File: config.mk
export PLATFORM = sky130hd
export DESIGN_NAME = hid_key_report_builder_top_flat
export DESIGN_NICKNAME = d
export VERILOG_FILES = /design/src/hdl/hkrb_pkg.sv /design/src/hdl/hkrb_if.sv /design/src/hdl/hid_key_report_builder_top.sv /design/src/hdl/hkrb_ram.sv /design/src/hdl/hkrb_front.sv /design/src/hdl/hkrb_cmd_fifo.sv /design/src/hdl/hkrb_back.sv /design/src/flat_wrapper.sv
export SDC_FILE = /design/constraint.sdc
export NUM_CORES = 2
export LEC_CHECK = 0
export BUFFER_PORTS_ARGS = -buffer_cell sky130_fd_sc_hd__buf_4
export CORE_MARGIN = 3
export CORE_UTILIZATION = 25
export CTS_CLUSTER_SIZE = 8
export DETAILED_ROUTE_END_ITERATION = 7
export SLEW_MARGIN = 15
export SYNTH_ARGS = -nofsm -noshare
export SYNTH_HDL_FRONTEND = slang
export SYNTH_SLANG_ARGS = --single-unit
File: constraint.sdc
create_clock -name clk -period 6.9 [get_ports clk]
set_clock_uncertainty 0.2 [all_clocks]
set_input_delay 0.345 -clock clk [delete_from_list [all_inputs] [get_ports clk]]
set_output_delay 0.345 -clock clk [all_outputs]
set_load 0.1 [all_outputs]
File: src/hdl/hkrb_pkg.sv
// hkrb_pkg: shared types and constants for the HID key report builder.
// No dependencies; the top, front, queue and back files import it.
`timescale 1ns / 1ps

package hkrb_pkg;

    // Layout table
    localparam int MAP_SIZE = 128;
    localparam int MAP_AW   = 7;
    localparam int Q_DEPTH  = 2;

    // Request kinds on the input channel
    localparam logic [2:0] KIND_PRESS       = 3'd0;
    localparam logic [2:0] KIND_RELEASE     = 3'd1;
    localparam logic [2:0] KIND_RELEASE_ALL = 3'd2;
    localparam logic [2:0] KIND_TYPE        = 3'd3;
    localparam logic [2:0] KIND_SEND        = 3'd4;
    localparam logic [2:0] KIND_LOAD_MAP    = 3'd5;

    // Result status codes
    localparam logic [1:0] STATUS_OK       = 2'd0;
    localparam logic [1:0] STATUS_UNMAPPED = 2'd1;
    localparam logic [1:0] STATUS_FULL     = 2'd2;

    // Key code ranges and layout flags
    localparam logic [7:0] RAW_BASE         = 8'd136;
    localparam logic [7:0] MOD_BASE         = 8'd128;
    localparam logic [7:0] FLAG_ALTGR       = 8'hC0;
    localparam logic [7:0] FLAG_SHIFT       = 8'h80;
    localparam logic [7:0] USAGE_MASK_ALTGR = 8'h3F;
    localparam logic [7:0] USAGE_MASK_SHIFT = 8'h7F;
    localparam logic [7:0] MOD_BIT_ALTGR    = 8'h40;
    localparam logic [7:0] MOD_BIT_SHIFT    = 8'h02;
    localparam logic [7:0] ISO_FROM         = 8'h32;
    localparam logic [7:0] ISO_TO           = 8'h64;

    typedef enum logic [2:0] {
        OP_NOP,
        OP_PRESS,
        OP_RELEASE,
        OP_RELEASE_ALL,
        OP_TYPE,
        OP_SEND
    } op_t;

    // Classified command handed from the front to the back
    typedef struct packed {
        op_t        op;
        logic       unmapped;
        logic [7:0] usage;
        logic [7:0] mod_mask;
    } cmd_t;

    typedef struct packed {
        logic full;
        logic empty;
    } q_status_t;

    typedef enum logic {
        F_IDLE,
        F_LOOKUP
    } front_state_t;

    typedef enum logic [2:0] {
        B_IDLE,
        B_START,
        B_PLACE,
        B_EMIT,
        B_TYPE_REL,
        B_SINGLE
    } back_state_t;

endpackage

File: src/hdl/hkrb_if.sv
// hkrb_if: valid/ready channel interfaces for requests and report results.
// Depends on hkrb_pkg for nothing but shares its widths by convention.
`timescale 1ns / 1ps

interface hkrb_in_if;
    logic       valid;
    logic       ready;
    logic [2:0] kind;
    logic [7:0] key_code;
    logic [6:0] map_index;
    logic [7:0] map_value;

    modport source (output valid, kind, key_code, map_index, map_value, input ready);
    modport sink   (input valid, kind, key_code, map_index, map_value, output ready);
endinterface

interface hkrb_out_if;
    logic        valid;
    logic        ready;
    logic [1:0]  status;
    logic        is_report;
    logic [1:0]  chunk_index;
    logic [7:0]  modifier_bits;
    logic [63:0] slot_bytes;
    logic        last;

    modport source (output valid, status, is_report, chunk_index, modifier_bits,
                    slot_bytes, last, input ready);
    modport sink   (input valid, status, is_report, chunk_index, modifier_bits,
                    slot_bytes, last, output ready);
endinterface

File: src/hdl/hid_key_report_builder_top.sv
// hid_key_report_builder_top: top level of the HID key report builder.
// Depends on hkrb_pkg, hkrb_if, hkrb_front, hkrb_cmd_fifo and hkrb_back.
`timescale 1ns / 1ps

// Usage
//   in_ch  : requests (press, release, release all, type, send state, load
//            layout entry), taken when valid and ready are both high.
//   out_ch : results, one per request without a report, otherwise one per
//            group of eight slots (ceil(NUM_SLOTS/8)), twice for a type that
//            placed its key; the final result of a request has last set.
//   cfg_we / cfg_wdata : writes the auto_send bit; write only while idle.
// Flow
//   The front pushes a command in the cycle it takes a request, or from its
//   lookup state when the key code goes through the layout table (registered
//   RAM read). Commands then wait in a two-entry queue, so the front keeps
//   taking requests while the back works. The back classifies and updates
//   the slots in its start state and, for press and type, its place state,
//   then emits the result chunks in turn, holding while out_ch is stalled.
// Reset
//   Slots, modifier byte, auto_send and all layout entries read as zero
//   (unmapped) right after reset; no clearing pass is needed.
// Stalls
//   Results sit in an output register until taken; while out_ch is stalled
//   the back holds, and the queue fills before in_ch.ready drops.

module hid_key_report_builder_top #(
    parameter int NUM_SLOTS = 24
) (
    input  logic      clk,
    input  logic      rst_n,
    hkrb_in_if.sink   in_ch,
    hkrb_out_if.source out_ch,
    input  logic      cfg_we,
    input  logic      cfg_wdata
);
    import hkrb_pkg::*;

    logic       auto_send_reg, auto_send_next;
    logic       q_push;
    logic       q_pop;
    cmd_t       q_push_cmd;
    cmd_t       q_head;
    q_status_t  q_stat;

    // Configuration: single auto_send bit
    assign auto_send_next = cfg_we ? cfg_wdata : auto_send_reg;

    always_ff @(posedge clk or negedge rst_n)
    begin
        if (!rst_n)
        begin
            auto_send_reg <= 1'b0;
        end
        else
        begin
            auto_send_reg <= auto_send_next;
        end
    end

    // Front: accept, layout lookup, classification
    hkrb_front u_front (
        .clk      (clk),
        .rst_n    (rst_n),
        .in_ch    (in_ch),
        .push     (q_push),
        .push_cmd (q_push_cmd),
        .q_stat   (q_stat)
    );

    // Command queue decoupling front and back
    hkrb_cmd_fifo #(
        .DEPTH (Q_DEPTH)
    ) u_cmd_fifo (
        .clk      (clk),
        .rst_n    (rst_n),
        .push     (q_push),
        .push_cmd (q_push_cmd),
        .pop      (q_pop),
        .head     (q_head),
        .q_stat   (q_stat)
    );

    // Back: slot updates and report chunk output
    hkrb_back #(
        .NUM_SLOTS (NUM_SLOTS)
    ) u_back (
        .clk       (clk),
        .rst_n     (rst_n),
        .auto_send (auto_send_reg),
        .q_stat    (q_stat),
        .head      (q_head),
        .pop       (q_pop),
        .out_ch    (out_ch)
    );

`ifndef SYNTH
    // A full queue must hold off new requests
    a_full_blocks_input: assert property (@(posedge clk) disable iff (!rst_n)
        q_stat.full |-> !in_ch.ready)
        else $error("request accepted while command queue full");

    // The front never pushes into a full queue (lookup push relies on this)
    a_no_push_when_full: assert property (@(posedge clk) disable iff (!rst_n)
        (q_push && !q_pop) |-> !q_stat.full)
        else $error("command pushed into full queue");

    // A result without a report is always the only, final one
    a_single_is_last: assert property (@(posedge clk) disable iff (!rst_n)
        (out_ch.valid && !out_ch.is_report) |-> (out_ch.last && out_ch.slot_bytes == 64'd0))
        else $error("non-report result not marked last");
`endif

endmodule

File: src/hdl/hkrb_ram.sv
// hkrb_ram: generic single-port-write, single-port-read RAM, registered read.
// No dependencies.
`timescale 1ns / 1ps

module hkrb_ram #(
    parameter int WIDTH = 8,
    parameter int DEPTH = 128
) (
    input  logic                     clk,
    input  logic                     we,
    input  logic [$clog2(DEPTH)-1:0] waddr,
    input  logic [WIDTH-1:0]         wdata,
    input  logic                     re,
    input  logic [$clog2(DEPTH)-1:0] raddr,
    output logic [WIDTH-1:0]         rdata
);

    logic [WIDTH-1:0] mem_reg [DEPTH];
    logic [WIDTH-1:0] rdata_reg;

    always_ff @(posedge clk)
    begin
        if (we)
        begin
            mem_reg[waddr] <= wdata;
        end
        if (re)
        begin
            rdata_reg <= mem_reg[raddr];
        end
    end

    assign rdata = rdata_reg;

endmodule

File: src/hdl/hkrb_front.sv
// hkrb_front: accepts requests, owns the layout table, classifies key codes.
// Depends on hkrb_pkg, hkrb_if and hkrb_ram.
`timescale 1ns / 1ps

module hkrb_front (
    input  logic                  clk,
    input  logic                  rst_n,
    hkrb_in_if.sink               in_ch,
    output logic                  push,
    output hkrb_pkg::cmd_t        push_cmd,
    input  hkrb_pkg::q_status_t   q_stat
);
    import hkrb_pkg::*;

    front_state_t            state_reg, state_next;
    logic [2:0]              kind_reg;
    logic [7:0]              code_reg;
    logic [MAP_SIZE-1:0]     map_valid_reg;
    logic                    hit_valid_reg;
    logic                    accept;
    logic                    needs_map;
    logic                    ram_we;
    logic                    ram_re;
    logic [7:0]              ram_rdata;
    logic [7:0]              entry;

    function automatic cmd_t build_cmd(input logic [2:0] kind, input logic [7:0] code,
                                       input logic [7:0] ent);
        cmd_t       c;
        logic [7:0] k;
        logic       keyed;
        c = '0;
        k = ent;
        case (kind)
            KIND_PRESS:       c.op = OP_PRESS;
            KIND_RELEASE:     c.op = OP_RELEASE;
            KIND_RELEASE_ALL: c.op = OP_RELEASE_ALL;
            KIND_TYPE:        c.op = OP_TYPE;
            KIND_SEND:        c.op = OP_SEND;
            default:          c.op = OP_NOP;
        endcase
        keyed = (kind == KIND_PRESS) || (kind == KIND_RELEASE) || (kind == KIND_TYPE);
        if (code >= RAW_BASE)
        begin
            c.usage = code - RAW_BASE;
        end
        else if (code >= MOD_BASE)
        begin
            c.mod_mask = 8'd1 << code[2:0];
        end
        else if (k == 8'd0)
        begin
            c.unmapped = keyed;
        end
        else
        begin
            if ((k & FLAG_ALTGR) == FLAG_ALTGR)
            begin
                c.mod_mask = MOD_BIT_ALTGR;
                k = k & USAGE_MASK_ALTGR;
            end
            else if ((k & FLAG_SHIFT) == FLAG_SHIFT)
            begin
                c.mod_mask = MOD_BIT_SHIFT;
                k = k & USAGE_MASK_SHIFT;
            end
            if (k == ISO_FROM)
            begin
                k = ISO_TO;
            end
            c.usage = k;
        end
        return c;
    endfunction

    hkrb_ram #(
        .WIDTH (8),
        .DEPTH (MAP_SIZE)
    ) u_layout_ram (
        .clk   (clk),
        .we    (ram_we),
        .waddr (in_ch.map_index),
        .wdata (in_ch.map_value),
        .re    (ram_re),
        .raddr (in_ch.key_code[MAP_AW-1:0]),
        .rdata (ram_rdata)
    );

    assign accept    = in_ch.valid && in_ch.ready;
    assign needs_map = ((in_ch.kind == KIND_PRESS) || (in_ch.kind == KIND_RELEASE) ||
                        (in_ch.kind == KIND_TYPE)) && !in_ch.key_code[7];
    // Entries never written read as unmapped
    assign entry     = hit_valid_reg ? ram_rdata : 8'd0;

    always_comb
    begin
        state_next = state_reg;
        case (state_reg)
            F_IDLE:
            begin
                if (accept && needs_map)
                begin
                    state_next = F_LOOKUP;
                end
            end
            F_LOOKUP: state_next = F_IDLE;
            default:  state_next = F_IDLE;
        endcase
    end

    always_comb
    begin
        in_ch.ready = 1'b0;
        ram_we      = 1'b0;
        ram_re      = 1'b0;
        push        = 1'b0;
        push_cmd    = build_cmd(in_ch.kind, in_ch.key_code, 8'd0);
        case (state_reg)
            F_IDLE:
            begin
                in_ch.ready = !q_stat.full;
                ram_we      = accept && (in_ch.kind == KIND_LOAD_MAP);
                ram_re      = accept && needs_map;
                push        = accept && !needs_map;
            end
            F_LOOKUP:
            begin
                push     = 1'b1;
                push_cmd = build_cmd(kind_reg, code_reg, entry);
            end
            default:
            begin
                in_ch.ready = 1'b0;
            end
        endcase
    end

    always_ff @(posedge clk or negedge rst_n)
    begin
        if (!rst_n)
        begin
            state_reg     <= F_IDLE;
            map_valid_reg <= '0;
            hit_valid_reg <= 1'b0;
        end
        else
        begin
            state_reg <= state_next;
            if (ram_we)
            begin
                map_valid_reg[in_ch.map_index] <= 1'b1;
            end
            if (ram_re)
            begin
                hit_valid_reg <= map_valid_reg[in_ch.key_code[MAP_AW-1:0]];
            end
        end
    end

    always_ff @(posedge clk)
    begin
        if (accept)
        begin
            kind_reg <= in_ch.kind;
            code_reg <= in_ch.key_code;
        end
    end

endmodule

File: src/hdl/hkrb_cmd_fifo.sv
// hkrb_cmd_fifo: short command queue between the front and the back.
// Depends on hkrb_pkg.
`timescale 1ns / 1ps

module hkrb_cmd_fifo #(
    parameter int DEPTH = 2
) (
    input  logic                 clk,
    input  logic                 rst_n,
    input  logic                 push,
    input  hkrb_pkg::cmd_t       push_cmd,
    input  logic                 pop,
    output hkrb_pkg::cmd_t       head,
    output hkrb_pkg::q_status_t  q_stat
);
    import hkrb_pkg::*;

    localparam int PW = (DEPTH > 1) ? $clog2(DEPTH) : 1;
    localparam int CW = $clog2(DEPTH + 1);

    cmd_t          mem_reg [DEPTH];
    logic [PW-1:0] wr_ptr_reg, wr_ptr_next;
    logic [PW-1:0] rd_ptr_reg, rd_ptr_next;
    logic [CW-1:0] count_reg, count_next;

    assign head         = mem_reg[rd_ptr_reg];
    assign q_stat.full  = (count_reg == CW'(DEPTH));
    assign q_stat.empty = (count_reg == '0);

    always_comb
    begin
        wr_ptr_next = wr_ptr_reg;
        rd_ptr_next = rd_ptr_reg;
        if (push)
        begin
            wr_ptr_next = (wr_ptr_reg == PW'(DEPTH - 1)) ? '0 : wr_ptr_reg + 1'b1;
        end
        if (pop)
        begin
            rd_ptr_next = (rd_ptr_reg == PW'(DEPTH - 1)) ? '0 : rd_ptr_reg + 1'b1;
        end
        case ({push, pop})
            2'b10:   count_next = count_reg + 1'b1;
            2'b01:   count_next = count_reg - 1'b1;
            default: count_next = count_reg;
        endcase
    end

    always_ff @(posedge clk or negedge rst_n)
    begin
        if (!rst_n)
        begin
            wr_ptr_reg <= '0;
            rd_ptr_reg <= '0;
            count_reg  <= '0;
        end
        else
        begin
            wr_ptr_reg <= wr_ptr_next;
            rd_ptr_reg <= rd_ptr_next;
            count_reg  <= count_next;
        end
    end

    always_ff @(posedge clk)
    begin
        if (push)
        begin
            mem_reg[wr_ptr_reg] <= push_cmd;
        end
    end

endmodule

File: src/hdl/hkrb_back.sv
// hkrb_back: key slot array, modifier byte and report chunk sequencer.
// Depends on hkrb_pkg and hkrb_if.
`timescale 1ns / 1ps

module hkrb_back #(
    parameter int NUM_SLOTS = 24
) (
    input  logic                 clk,
    input  logic                 rst_n,
    input  logic                 auto_send,
    input  hkrb_pkg::q_status_t  q_stat,
    input  hkrb_pkg::cmd_t       head,
    output logic                 pop,
    hkrb_out_if.source           out_ch
);
    import hkrb_pkg::*;

    localparam int NUM_CHUNKS = (NUM_SLOTS + 7) / 8;
    localparam int CHUNK_W    = (NUM_CHUNKS > 1) ? $clog2(NUM_CHUNKS) : 1;

    back_state_t                  state_reg, state_next;
    cmd_t                         cmd_reg, cmd_next;
    logic [NUM_SLOTS-1:0][7:0]    slots_reg, slots_next;
    logic [7:0]                   mod_reg, mod_next;
    logic [1:0]                   status_reg, status_next;
    logic                         final_reg, final_next;
    logic [CHUNK_W-1:0]           chunk_reg, chunk_next;
    logic [NUM_SLOTS-1:0]         match_reg, match_next;
    logic [NUM_SLOTS-1:0]         empty_reg, empty_next;
    logic [NUM_SLOTS-1:0]         first_empty;
    logic [NUM_CHUNKS-1:0][63:0]  chunk_words;
    logic                         placed;
    logic                         chunk_last;
    logic                         out_load;

    logic                         out_valid_reg, out_valid_next;
    logic [1:0]                   out_status_reg, out_status_next;
    logic                         out_is_report_reg, out_is_report_next;
    logic [1:0]                   out_chunk_reg, out_chunk_next;
    logic [7:0]                   out_mod_reg, out_mod_next;
    logic [63:0]                  out_bytes_reg, out_bytes_next;
    logic                         out_last_reg, out_last_next;

    assign placed      = (|match_reg) || (|empty_reg);
    assign first_empty = empty_reg & (~empty_reg + 1'b1);
    assign chunk_last  = (chunk_reg == CHUNK_W'(NUM_CHUNKS - 1));
    assign out_load    = ((state_reg == B_EMIT) || (state_reg == B_SINGLE)) &&
                         (!out_valid_reg || out_ch.ready);

    always_comb
    begin
        chunk_words = '0;
        for (int s = 0; s < NUM_SLOTS; s++)
        begin
            chunk_words[s / 8][(s % 8) * 8 +: 8] = slots_reg[s];
        end
    end

    always_comb
    begin
        for (int i = 0; i < NUM_SLOTS; i++)
        begin
            match_next[i] = (slots_reg[i] == cmd_reg.usage);
            empty_next[i] = (slots_reg[i] == 8'd0);
        end
    end

    // Next state
    always_comb
    begin
        state_next = state_reg;
        case (state_reg)
            B_IDLE:
            begin
                if (!q_stat.empty)
                begin
                    state_next = B_START;
                end
            end
            B_START:
            begin
                case (cmd_reg.op)
                    OP_PRESS, OP_TYPE:
                        state_next = cmd_reg.unmapped ? B_SINGLE : B_PLACE;
                    OP_RELEASE:
                        state_next = (!cmd_reg.unmapped && auto_send) ? B_EMIT : B_SINGLE;
                    OP_RELEASE_ALL:
                        state_next = auto_send ? B_EMIT : B_SINGLE;
                    OP_SEND:
                        state_next = B_EMIT;
                    default:
                        state_next = B_SINGLE;
                endcase
            end
            B_PLACE:
            begin
                if (cmd_reg.op == OP_TYPE)
                begin
                    state_next = placed ? B_EMIT : B_TYPE_REL;
                end
                else
                begin
                    state_next = (placed && auto_send) ? B_EMIT : B_SINGLE;
                end
            end
            B_EMIT:
            begin
                if (out_load && chunk_last)
                begin
                    state_next = final_reg ? B_IDLE : B_TYPE_REL;
                end
            end
            B_TYPE_REL: state_next = B_EMIT;
            B_SINGLE:
            begin
                if (out_load)
                begin
                    state_next = B_IDLE;
                end
            end
            default: state_next = B_IDLE;
        endcase
    end

    // Datapath and outputs
    always_comb
    begin
        pop                = 1'b0;
        cmd_next           = cmd_reg;
        slots_next         = slots_reg;
        mod_next           = mod_reg;
        status_next        = status_reg;
        final_next         = final_reg;
        chunk_next         = chunk_reg;
        out_status_next    = out_status_reg;
        out_is_report_next = out_is_report_reg;
        out_chunk_next     = out_chunk_reg;
        out_mod_next       = out_mod_reg;
        out_bytes_next     = out_bytes_reg;
        out_last_next      = out_last_reg;
        out_valid_next     = out_ch.ready ? 1'b0 : out_valid_reg;

        case (state_reg)
            B_IDLE:
            begin
                pop      = !q_stat.empty;
                cmd_next = head;
            end
            B_START:
            begin
                final_next  = 1'b1;
                status_next = cmd_reg.unmapped ? STATUS_UNMAPPED : STATUS_OK;
                if (!cmd_reg.unmapped)
                begin
                    case (cmd_reg.op)
                        OP_PRESS, OP_TYPE:
                            mod_next = mod_reg | cmd_reg.mod_mask;
                        OP_RELEASE:
                        begin
                            mod_next = mod_reg & ~cmd_reg.mod_mask;
                            for (int i = 0; i < NUM_SLOTS; i++)
                            begin
                                if (cmd_reg.usage != 8'd0 && slots_reg[i] == cmd_reg.usage)
                                begin
                                    slots_next[i] = 8'd0;
                                end
                            end
                        end
                        OP_RELEASE_ALL:
                        begin
                            mod_next   = 8'd0;
                            slots_next = '0;
                        end
                        default:
                            mod_next = mod_reg;
                    endcase
                end
            end
            B_PLACE:
            begin
                status_next = placed ? STATUS_OK : STATUS_FULL;
                final_next  = (cmd_reg.op != OP_TYPE);
                if (!(|match_reg))
                begin
                    for (int i = 0; i < NUM_SLOTS; i++)
                    begin
                        if (first_empty[i])
                        begin
                            slots_next[i] = cmd_reg.usage;
                        end
                    end
                end
            end
            B_TYPE_REL:
            begin
                final_next = 1'b1;
                mod_next   = mod_reg & ~cmd_reg.mod_mask;
                for (int i = 0; i < NUM_SLOTS; i++)
                begin
                    if (cmd_reg.usage != 8'd0 && slots_reg[i] == cmd_reg.usage)
                    begin
                        slots_next[i] = 8'd0;
                    end
                end
            end
            B_EMIT:
            begin
                if (out_load)
                begin
                    out_valid_next     = 1'b1;
                    out_status_next    = status_reg;
                    out_is_report_next = 1'b1;
                    out_chunk_next     = 2'(chunk_reg);
                    out_mod_next       = mod_reg;
                    out_bytes_next     = chunk_words[chunk_reg];
                    out_last_next      = final_reg && chunk_last;
                    chunk_next         = chunk_last ? '0 : chunk_reg + 1'b1;
                end
            end
            B_SINGLE:
            begin
                if (out_load)
                begin
                    out_valid_next     = 1'b1;
                    out_status_next    = status_reg;
                    out_is_report_next = 1'b0;
                    out_chunk_next     = 2'd0;
                    out_mod_next       = 8'd0;
                    out_bytes_next     = 64'd0;
                    out_last_next      = 1'b1;
                end
            end
            default:
            begin
                pop = 1'b0;
            end
        endcase
    end

    always_ff @(posedge clk or negedge rst_n)
    begin
        if (!rst_n)
        begin
            state_reg     <= B_IDLE;
            slots_reg     <= '0;
            mod_reg       <= 8'd0;
            status_reg    <= STATUS_OK;
            final_reg     <= 1'b1;
            chunk_reg     <= '0;
            out_valid_reg <= 1'b0;
        end
        else
        begin
            state_reg     <= state_next;
            slots_reg     <= slots_next;
            mod_reg       <= mod_next;
            status_reg    <= status_next;
            final_reg     <= final_next;
            chunk_reg     <= chunk_next;
            out_valid_reg <= out_valid_next;
        end
    end

    always_ff @(posedge clk)
    begin
        cmd_reg           <= cmd_next;
        match_reg         <= match_next;
        empty_reg         <= empty_next;
        out_status_reg    <= out_status_next;
        out_is_report_reg <= out_is_report_next;
        out_chunk_reg     <= out_chunk_next;
        out_mod_reg       <= out_mod_next;
        out_bytes_reg     <= out_bytes_next;
        out_last_reg      <= out_last_next;
    end

    assign out_ch.valid         = out_valid_reg;
    assign out_ch.status        = out_status_reg;
    assign out_ch.is_report     = out_is_report_reg;
    assign out_ch.chunk_index   = out_chunk_reg;
    assign out_ch.modifier_bits = out_mod_reg;
    assign out_ch.slot_bytes    = out_bytes_reg;
    assign out_ch.last          = out_last_reg;

endmodule
File: src/flat_wrapper.sv
// flat-port wrapper written by rule: the top's interface ports become plain ports
module hid_key_report_builder_top_flat import hkrb_pkg::*;
#(
    parameter int NUM_SLOTS = 24
)
  (clk, rst_n, cfg_we, cfg_wdata, in_ch_valid, in_ch_kind, in_ch_key_code, in_ch_map_index, in_ch_map_value, in_ch_ready, out_ch_valid, out_ch_status, out_ch_is_report, out_ch_chunk_index, out_ch_modifier_bits, out_ch_slot_bytes, out_ch_last, out_ch_ready);
  hkrb_in_if in_ch_i ();
  hkrb_out_if out_ch_i ();
  input  logic clk;
  input  logic rst_n;
  input  logic cfg_we;
  input  logic cfg_wdata;
  input wire logic [$bits(in_ch_i.valid)-1:0] in_ch_valid;
  input wire logic [$bits(in_ch_i.kind)-1:0] in_ch_kind;
  input wire logic [$bits(in_ch_i.key_code)-1:0] in_ch_key_code;
  input wire logic [$bits(in_ch_i.map_index)-1:0] in_ch_map_index;
  input wire logic [$bits(in_ch_i.map_value)-1:0] in_ch_map_value;
  output wire logic [$bits(in_ch_i.ready)-1:0] in_ch_ready;
  output wire logic [$bits(out_ch_i.valid)-1:0] out_ch_valid;
  output wire logic [$bits(out_ch_i.status)-1:0] out_ch_status;
  output wire logic [$bits(out_ch_i.is_report)-1:0] out_ch_is_report;
  output wire logic [$bits(out_ch_i.chunk_index)-1:0] out_ch_chunk_index;
  output wire logic [$bits(out_ch_i.modifier_bits)-1:0] out_ch_modifier_bits;
  output wire logic [$bits(out_ch_i.slot_bytes)-1:0] out_ch_slot_bytes;
  output wire logic [$bits(out_ch_i.last)-1:0] out_ch_last;
  input wire logic [$bits(out_ch_i.ready)-1:0] out_ch_ready;
  assign in_ch_i.valid = in_ch_valid;
  assign in_ch_i.kind = in_ch_kind;
  assign in_ch_i.key_code = in_ch_key_code;
  assign in_ch_i.map_index = in_ch_map_index;
  assign in_ch_i.map_value = in_ch_map_value;
  assign in_ch_ready = in_ch_i.ready;
  assign out_ch_valid = out_ch_i.valid;
  assign out_ch_status = out_ch_i.status;
  assign out_ch_is_report = out_ch_i.is_report;
  assign out_ch_chunk_index = out_ch_i.chunk_index;
  assign out_ch_modifier_bits = out_ch_i.modifier_bits;
  assign out_ch_slot_bytes = out_ch_i.slot_bytes;
  assign out_ch_last = out_ch_i.last;
  assign out_ch_i.ready = out_ch_ready;
  hid_key_report_builder_top #(.NUM_SLOTS(NUM_SLOTS)) u_core (.clk(clk), .rst_n(rst_n), .in_ch(in_ch_i), .out_ch(out_ch_i), .cfg_we(cfg_we), .cfg_wdata(cfg_wdata));
endmodule
# == Yosys cells after proc, flatten, opt, wreduce, memory -nomap -nowiden ==
# Memories as Yosys holds them, arrays and structs flattened. A register that Yosys moved wholly into a read port is not among the register bits.
# Cells that the tools add are included.
# word_totals
ff_bits,481
ram_bits,1064
in_bits,32
n_memories,2
# mem_list
name,depth,word_bits,rd,rd_ports_with_merged_regs,write_ports,line,rtl
u_core.u_front.u_layout_ram.mem_reg,128,8,1,1,1,hkrb_ram.sv:18,logic [WIDTH-1:0] mem_reg [DEPTH];
u_core.u_cmd_fifo.mem_reg,2,20,1,1,1,hkrb_cmd_fifo.sv:21,cmd_t mem_reg [DEPTH];
# classes
n_addsub,8
magnitude_cmp,8
eq_ne,82
shifts,2
mux,133
bitwise,7
reduce_logical,118
# op_table
operator,n
192-bit case mux with 3 select lines,1
8-bit 2-to-1 mux,63
192-bit 2-to-1 mux,2
192-bit case mux with 2 select lines,1
8-bit logical NOT,25
8-bit equality test,24
64-bit 2-to-1 mux,3
64-bit binary-select mux with 2-bit select,1
128-bit bitwise OR,1
64-bit case mux with 2 select lines,1
5-bit AND reduction,24
2-bit inequality test (second input constant),29
24-bit OR reduction,2
1-bit logical AND,35
8-bit greater-or-equal comparator (second input constant),4
8-bit case mux with 2 select lines,2
3-bit 2-to-1 mux,10
3-bit case mux with 5 select lines,2
24-bit by 1-bit adder with 24-bit output (second input constant),1
24-bit bitwise AND,1
3-bit by 2-bit equality test with 1-bit output (second input constant),8
24-bit NOT,1
8-bit case mux with 3 select lines,1
1-bit 2-to-1 mux,23
other kinds (42),93

# == Logic depth before layout (Yosys ltp) ==
# depth
word_depth,13
ltp_mapped,12

# == By module ==
# A second synthesis with hierarchy kept.
# hier_totals
cells_unflattened,3789
hier_area_um2,64825.9
# by_module_without_submodules
mod,n_inst,cells_each,area_each_um2,seq_area_each_um2
hkrb_ram,1,1630,39690.6,30989.7
hkrb_back,1,1512,16704.8,9135.0
hkrb_front,1,567,6762.7,3583.4
hkrb_cmd_fifo,1,78,1627.8,1301.2
hid_key_report_builder_top,1,2,40.0,25.0

# == Worst setup path before layout ==
# No wires, ideal clock.
# synth_path
path_kind,flip-flop to flip-flop
startpoint,register u_core.u_back.state_reg[2]
endpoint,"register u_core.u_back.out_chunk_reg[0], in the netlist u_core.u_back.out_ch.chunk_index[0], enable pin"
t_arrival_ps,4330
required_time_ps,6189
slack_ps,1860
path_stages_with_launch,6
n_path_buf,2
period_less_slack_ps,5040
path_cell_list,dfrtp_1 > clkbuf_1 > buf_1 > xor2_1 > nand2_1 > nor2_1
# synth_via
elab_chain_cells,5
word_cells_on_any_way,8
classes_between,eq/ne (4); reduce/logical (4)
# synth_rtl
item,line,rtl
from (decl),hkrb_back.sv:21,"back_state_t state_reg, state_next;"
from (signal assigned),hkrb_back.sv:254,state_reg <= state_next;
3-bit by 2-bit equality test with 1-bit output / 3-bit equality test (equally long branches),"hkrb_back.sv:47, hkrb_back.sv:143",
1-bit logical OR,hkrb_back.sv:47,assign out_load = ((state_reg == B_EMIT) || (state_reg == B_SINGLE)) &&
1-bit logical AND,hkrb_back.sv:47,
2-bit inequality test (no line),--,
3-bit AND reduction (no line) (*),--,
to (signal assigned),hkrb_back.sv:271,out_chunk_reg <= out_chunk_next;
to (decl),hkrb_back.sv:39,"logic [1:0] out_chunk_reg, out_chunk_next;"
# Every way passes the cells marked *; elsewhere a longest branch is shown, timed or not.
# A chain may end at the register's enable or synchronous reset.

# == Worst setup path after layout ==
# layout_path
startpoint,register u_core.u_front.state_reg
endpoint,"memory u_core.u_front.u_layout_ram.mem_reg[500][0], in the netlist u_core.u_front.u_layout_ram.mem_reg[125][0], enable pin"
# layout_via
elab_chain_cells,6
# layout_rtl
item,line,rtl
from (decl),hkrb_front.sv:15,"front_state_t state_reg, state_next;"
from (signal assigned),hkrb_front.sv:148,state_reg <= state_next;
1-bit 2-to-1 mux,hkrb_front.sv:118,case (state_reg)
1-bit logical AND,hkrb_front.sv:89,assign accept = in_ch.valid && in_ch.ready;
1-bit logical AND,hkrb_front.sv:122,ram_we = accept && (in_ch.kind == KIND_LOAD_MAP);
1-bit 2-to-1 mux (*),hkrb_front.sv:118,
1-bit 2-to-1 mux (*),hkrb_ram.sv:23,if (we)
1-bit 2-to-1 mux (implied by the code) (*),hkrb_ram.sv:25,mem_reg[waddr] <= wdata;
to (decl),hkrb_ram.sv:18,
# Marks and branches as above.

==> flow_summary.yaml <==
timing:
  grt_setup_unrepaired: "false"
  tightestPinTransition_ps: 1229
  finalCriticalPeriod_ps: 4168
  tns_ps: 0
  setup_viol: 0
  setup_slack_ps: 2732
  max_freq_mhz: 239.9
  maxSlewViolCount: 0
  period_share: 0.6041
  slew_headroom: 0.1792
  report.final.hold_viol_count: 0
global_route:
  grt_use_total: 0.1312
  grt_pass1_vias: 37345
  grt_pass1_wl_mm: 261.4
  antenna_found_initial: 11
  grt_max_degree: 132
  grt_overflow: 0
floorplan:
  core-area_um2: 255300
  dieWidth_um: 513.6
  start_util: 0.2523
  row_count: 185
  pin_count: 112
  dieHeight_um: 513.6
  dieArea_um2: 263800
synthesis:
  ys_ff_latch: 1573
  ys_seq_area_frac: 0.6990
  async_reset_ff_frac: 0.2187
  synthCells: 3940
  synth_edf_count: 1181
  synth_area_per_cell_um2: 16.35
  synth-main-ff-cell: "edfxtp_1"
  netlist_area_um2: 64430
  yosysWarnings: 0
  synth_nets: 3977
  ys_types: 74
pwr:
  power.share.sequential: 0.427
  power_density_nw_per_um2: 363.4
  p_int_mw: 18.60
  vdd_drop_max_uv: 334.0
  clkPwrFrac: 0.361
  share_comb_of_total_power: 0.212
  power.switching_mw: 8.939
  p_leak_nw: 25.87
  switching_share: 0.3246
route:
  ant_nets: 0
  wl_per_cell_um: 23.03
  dr.pass1.iters: 6
  num_vias: 37267
  drcViolationCount: 0
  drt-initial-drc-count: 4441
  wl_mm: 176.9
  routed_via_density: 4.850
clocking:
  htreeDepth: 4
  path_clk_slew_ps: 50
  cts_tree: "yes"
  cts.sinks: 1573
  cts_root_buf: "clkbuf_16"
  cts_hold_buf: 23
  ctsResizeCount: 0
  cts_buffer_depth: 3
  cts_buffers: 214
  clock_latency_ps: 820
  cts_setup_buffers: 0
setup_path:
  crit_required_ps: 7120
  crit_path_start_kind: "flip-flop"
  cp_data_arrival_time_ps: 4390
  endpoint_kind: "flip-flop"
  critPathKind: "flip-flop to flip-flop"
  crit_fanout: 16
finish:
  final_common_cell: "edfxtp_1"
  mostFrequentLayoutCells: "1181 x edfxtp_1, 349 x nor2_1, 341 x dfrtp_1, 311 x mux4_2, 214 x clkbuf_16"
  largest_reg_flops: 1024
  num-nets-final: 4164
  drive_above_1_share: 0.2076
  fill_cells: 25019
  regArea_um2: 45040
  area_growth_pct: 17.64
  multi_input_area_um2: 18460
placed_design:
  place.gp.congestion: 0.8425
  portBuffers: 111
  pre_cts_slack_ps: 2548
  dpl.hpwl_mm: 107.6
run:
  cap_violations: 0
hold_path:
  min_path_type: "input pin to flip-flop"
outcome:
  run_status: "finished clean"
[power groups by stage]
stage	clock network [mW]	logic (mW)	registers [mW]
detailed placement	0	5.81	11.9
global route	10.5	6.19	11.8
finish	9.93	5.85	11.8
floorplan	0	2.71	13.3
global placement	0	5.76	11.9
CTS	10.1	5.84	11.7
[metrics by stage]
| stage | area (µm²) | total power [mW] | utilization | std cells | hold slack (ps) |
|---|---|---|---|---|---|
| CTS | 75790 | 27.66 | 0.2968 | 7683 | 4.900 |
| detailed placement | 69160 | 17.73 | 0.2709 | 7254 | 248.4 |
| floorplan | 64430 | 15.99 | - | 3940 | -150.6 |
| finish | 75790 | 27.54 | 0.2969 | 7684 | 53.13 |
| global placement | 69160 | 17.66 | 0.2709 | 7254 | 245.1 |
| global route | 75790 | 28.55 | 0.2968 | 7683 | 43.21 |
[worst max-delay path: stages (launching register included)]
cell,delay (ps)
dfrtp_1,540
clkinv_1,240
o2111ai_1,530
nor3_1,960
nand3_1,520
nor2_1,840
[per-layer routing]
layer | global-route usage | wire length (µm) | vias up
met3 | 0.02824 | 14810 | 304
met2 | 0.2021 | 81060 | 1770
met4 | 0.03690 | 4217 | 2
met5 | 0 | 13 | -
li1 | - | - | 15747
met1 | 0.1862 | 76830 | 19444
[worst paths after layout]
check	startpoint	to	slack [ps]	depth (start not counted)
min reg2reg	u_core.u_front.map_valid_reg[79]	u_core.u_front.map_valid_reg[79]	260	1
max reg2reg	u_core.u_front.state_reg	u_core.u_front.u_layout_ram.mem_reg[125][0]	2730	5
max in group asynchronous	rst_n	u_core.u_front.map_valid_reg[101]	4660	4
min in group asynchronous	rst_n	u_core.u_back.chunk_words[59]	500	3
max	u_core.u_front.state_reg	u_core.u_front.u_layout_ram.mem_reg[125][0]	2730	5
min	in_ch_key_code[4]	u_core.u_front.code_reg[4]	50	2
[area by class of cell]
class | instances | share of cell area
tap | 3366 | 0.05557
antenna | 1 | 0.00003302
inverter | 23 | 0.001139
clock buffer | 391 | 0.07942
multi-input combinational | 2125 | 0.2436
sequential | 1573 | 0.5943
clock inverter | 15 | 0.004820
timing repair buffer | 190 | 0.02116
[kinds of logic after synthesis]
logic type	synth area share
muxes	0.1311
buffers and inverters	0.01513
adders and majority gates	0.001126
DFF	0.6990
xor gates and xnor gates	0.02760
AOI/OAI and AO/OA	0.05178
and+or+nand+nor	0.07428
[Yosys cell counts, drive strengths merged (31+ instances only)]
cell type / count / share of area
edfxtp: 1181 / 0.55
nor2: 353 / 0.021
dfrtp: 343 / 0.13
mux4: 311 / 0.11
xnor2: 201 / 0.027
nand2: 183 / 0.011
or2: 135 / 0.013
clkbuf: 133 / 0.0077
o21ai: 130 / 0.010
mux2i: 109 / 0.017
a21oi: 105 / 0.0082
buf: 86 / 0.0060
a22o: 70 / 0.0095
nand4: 60 / 0.0058
or4: 52 / 0.0062
dfxtp: 48 / 0.015
nor3: 41 / 0.0033
a22oi: 33 / 0.0038
mux2: 31 / 0.0054
No activity file was read; power rests on OpenSTA's default activity.
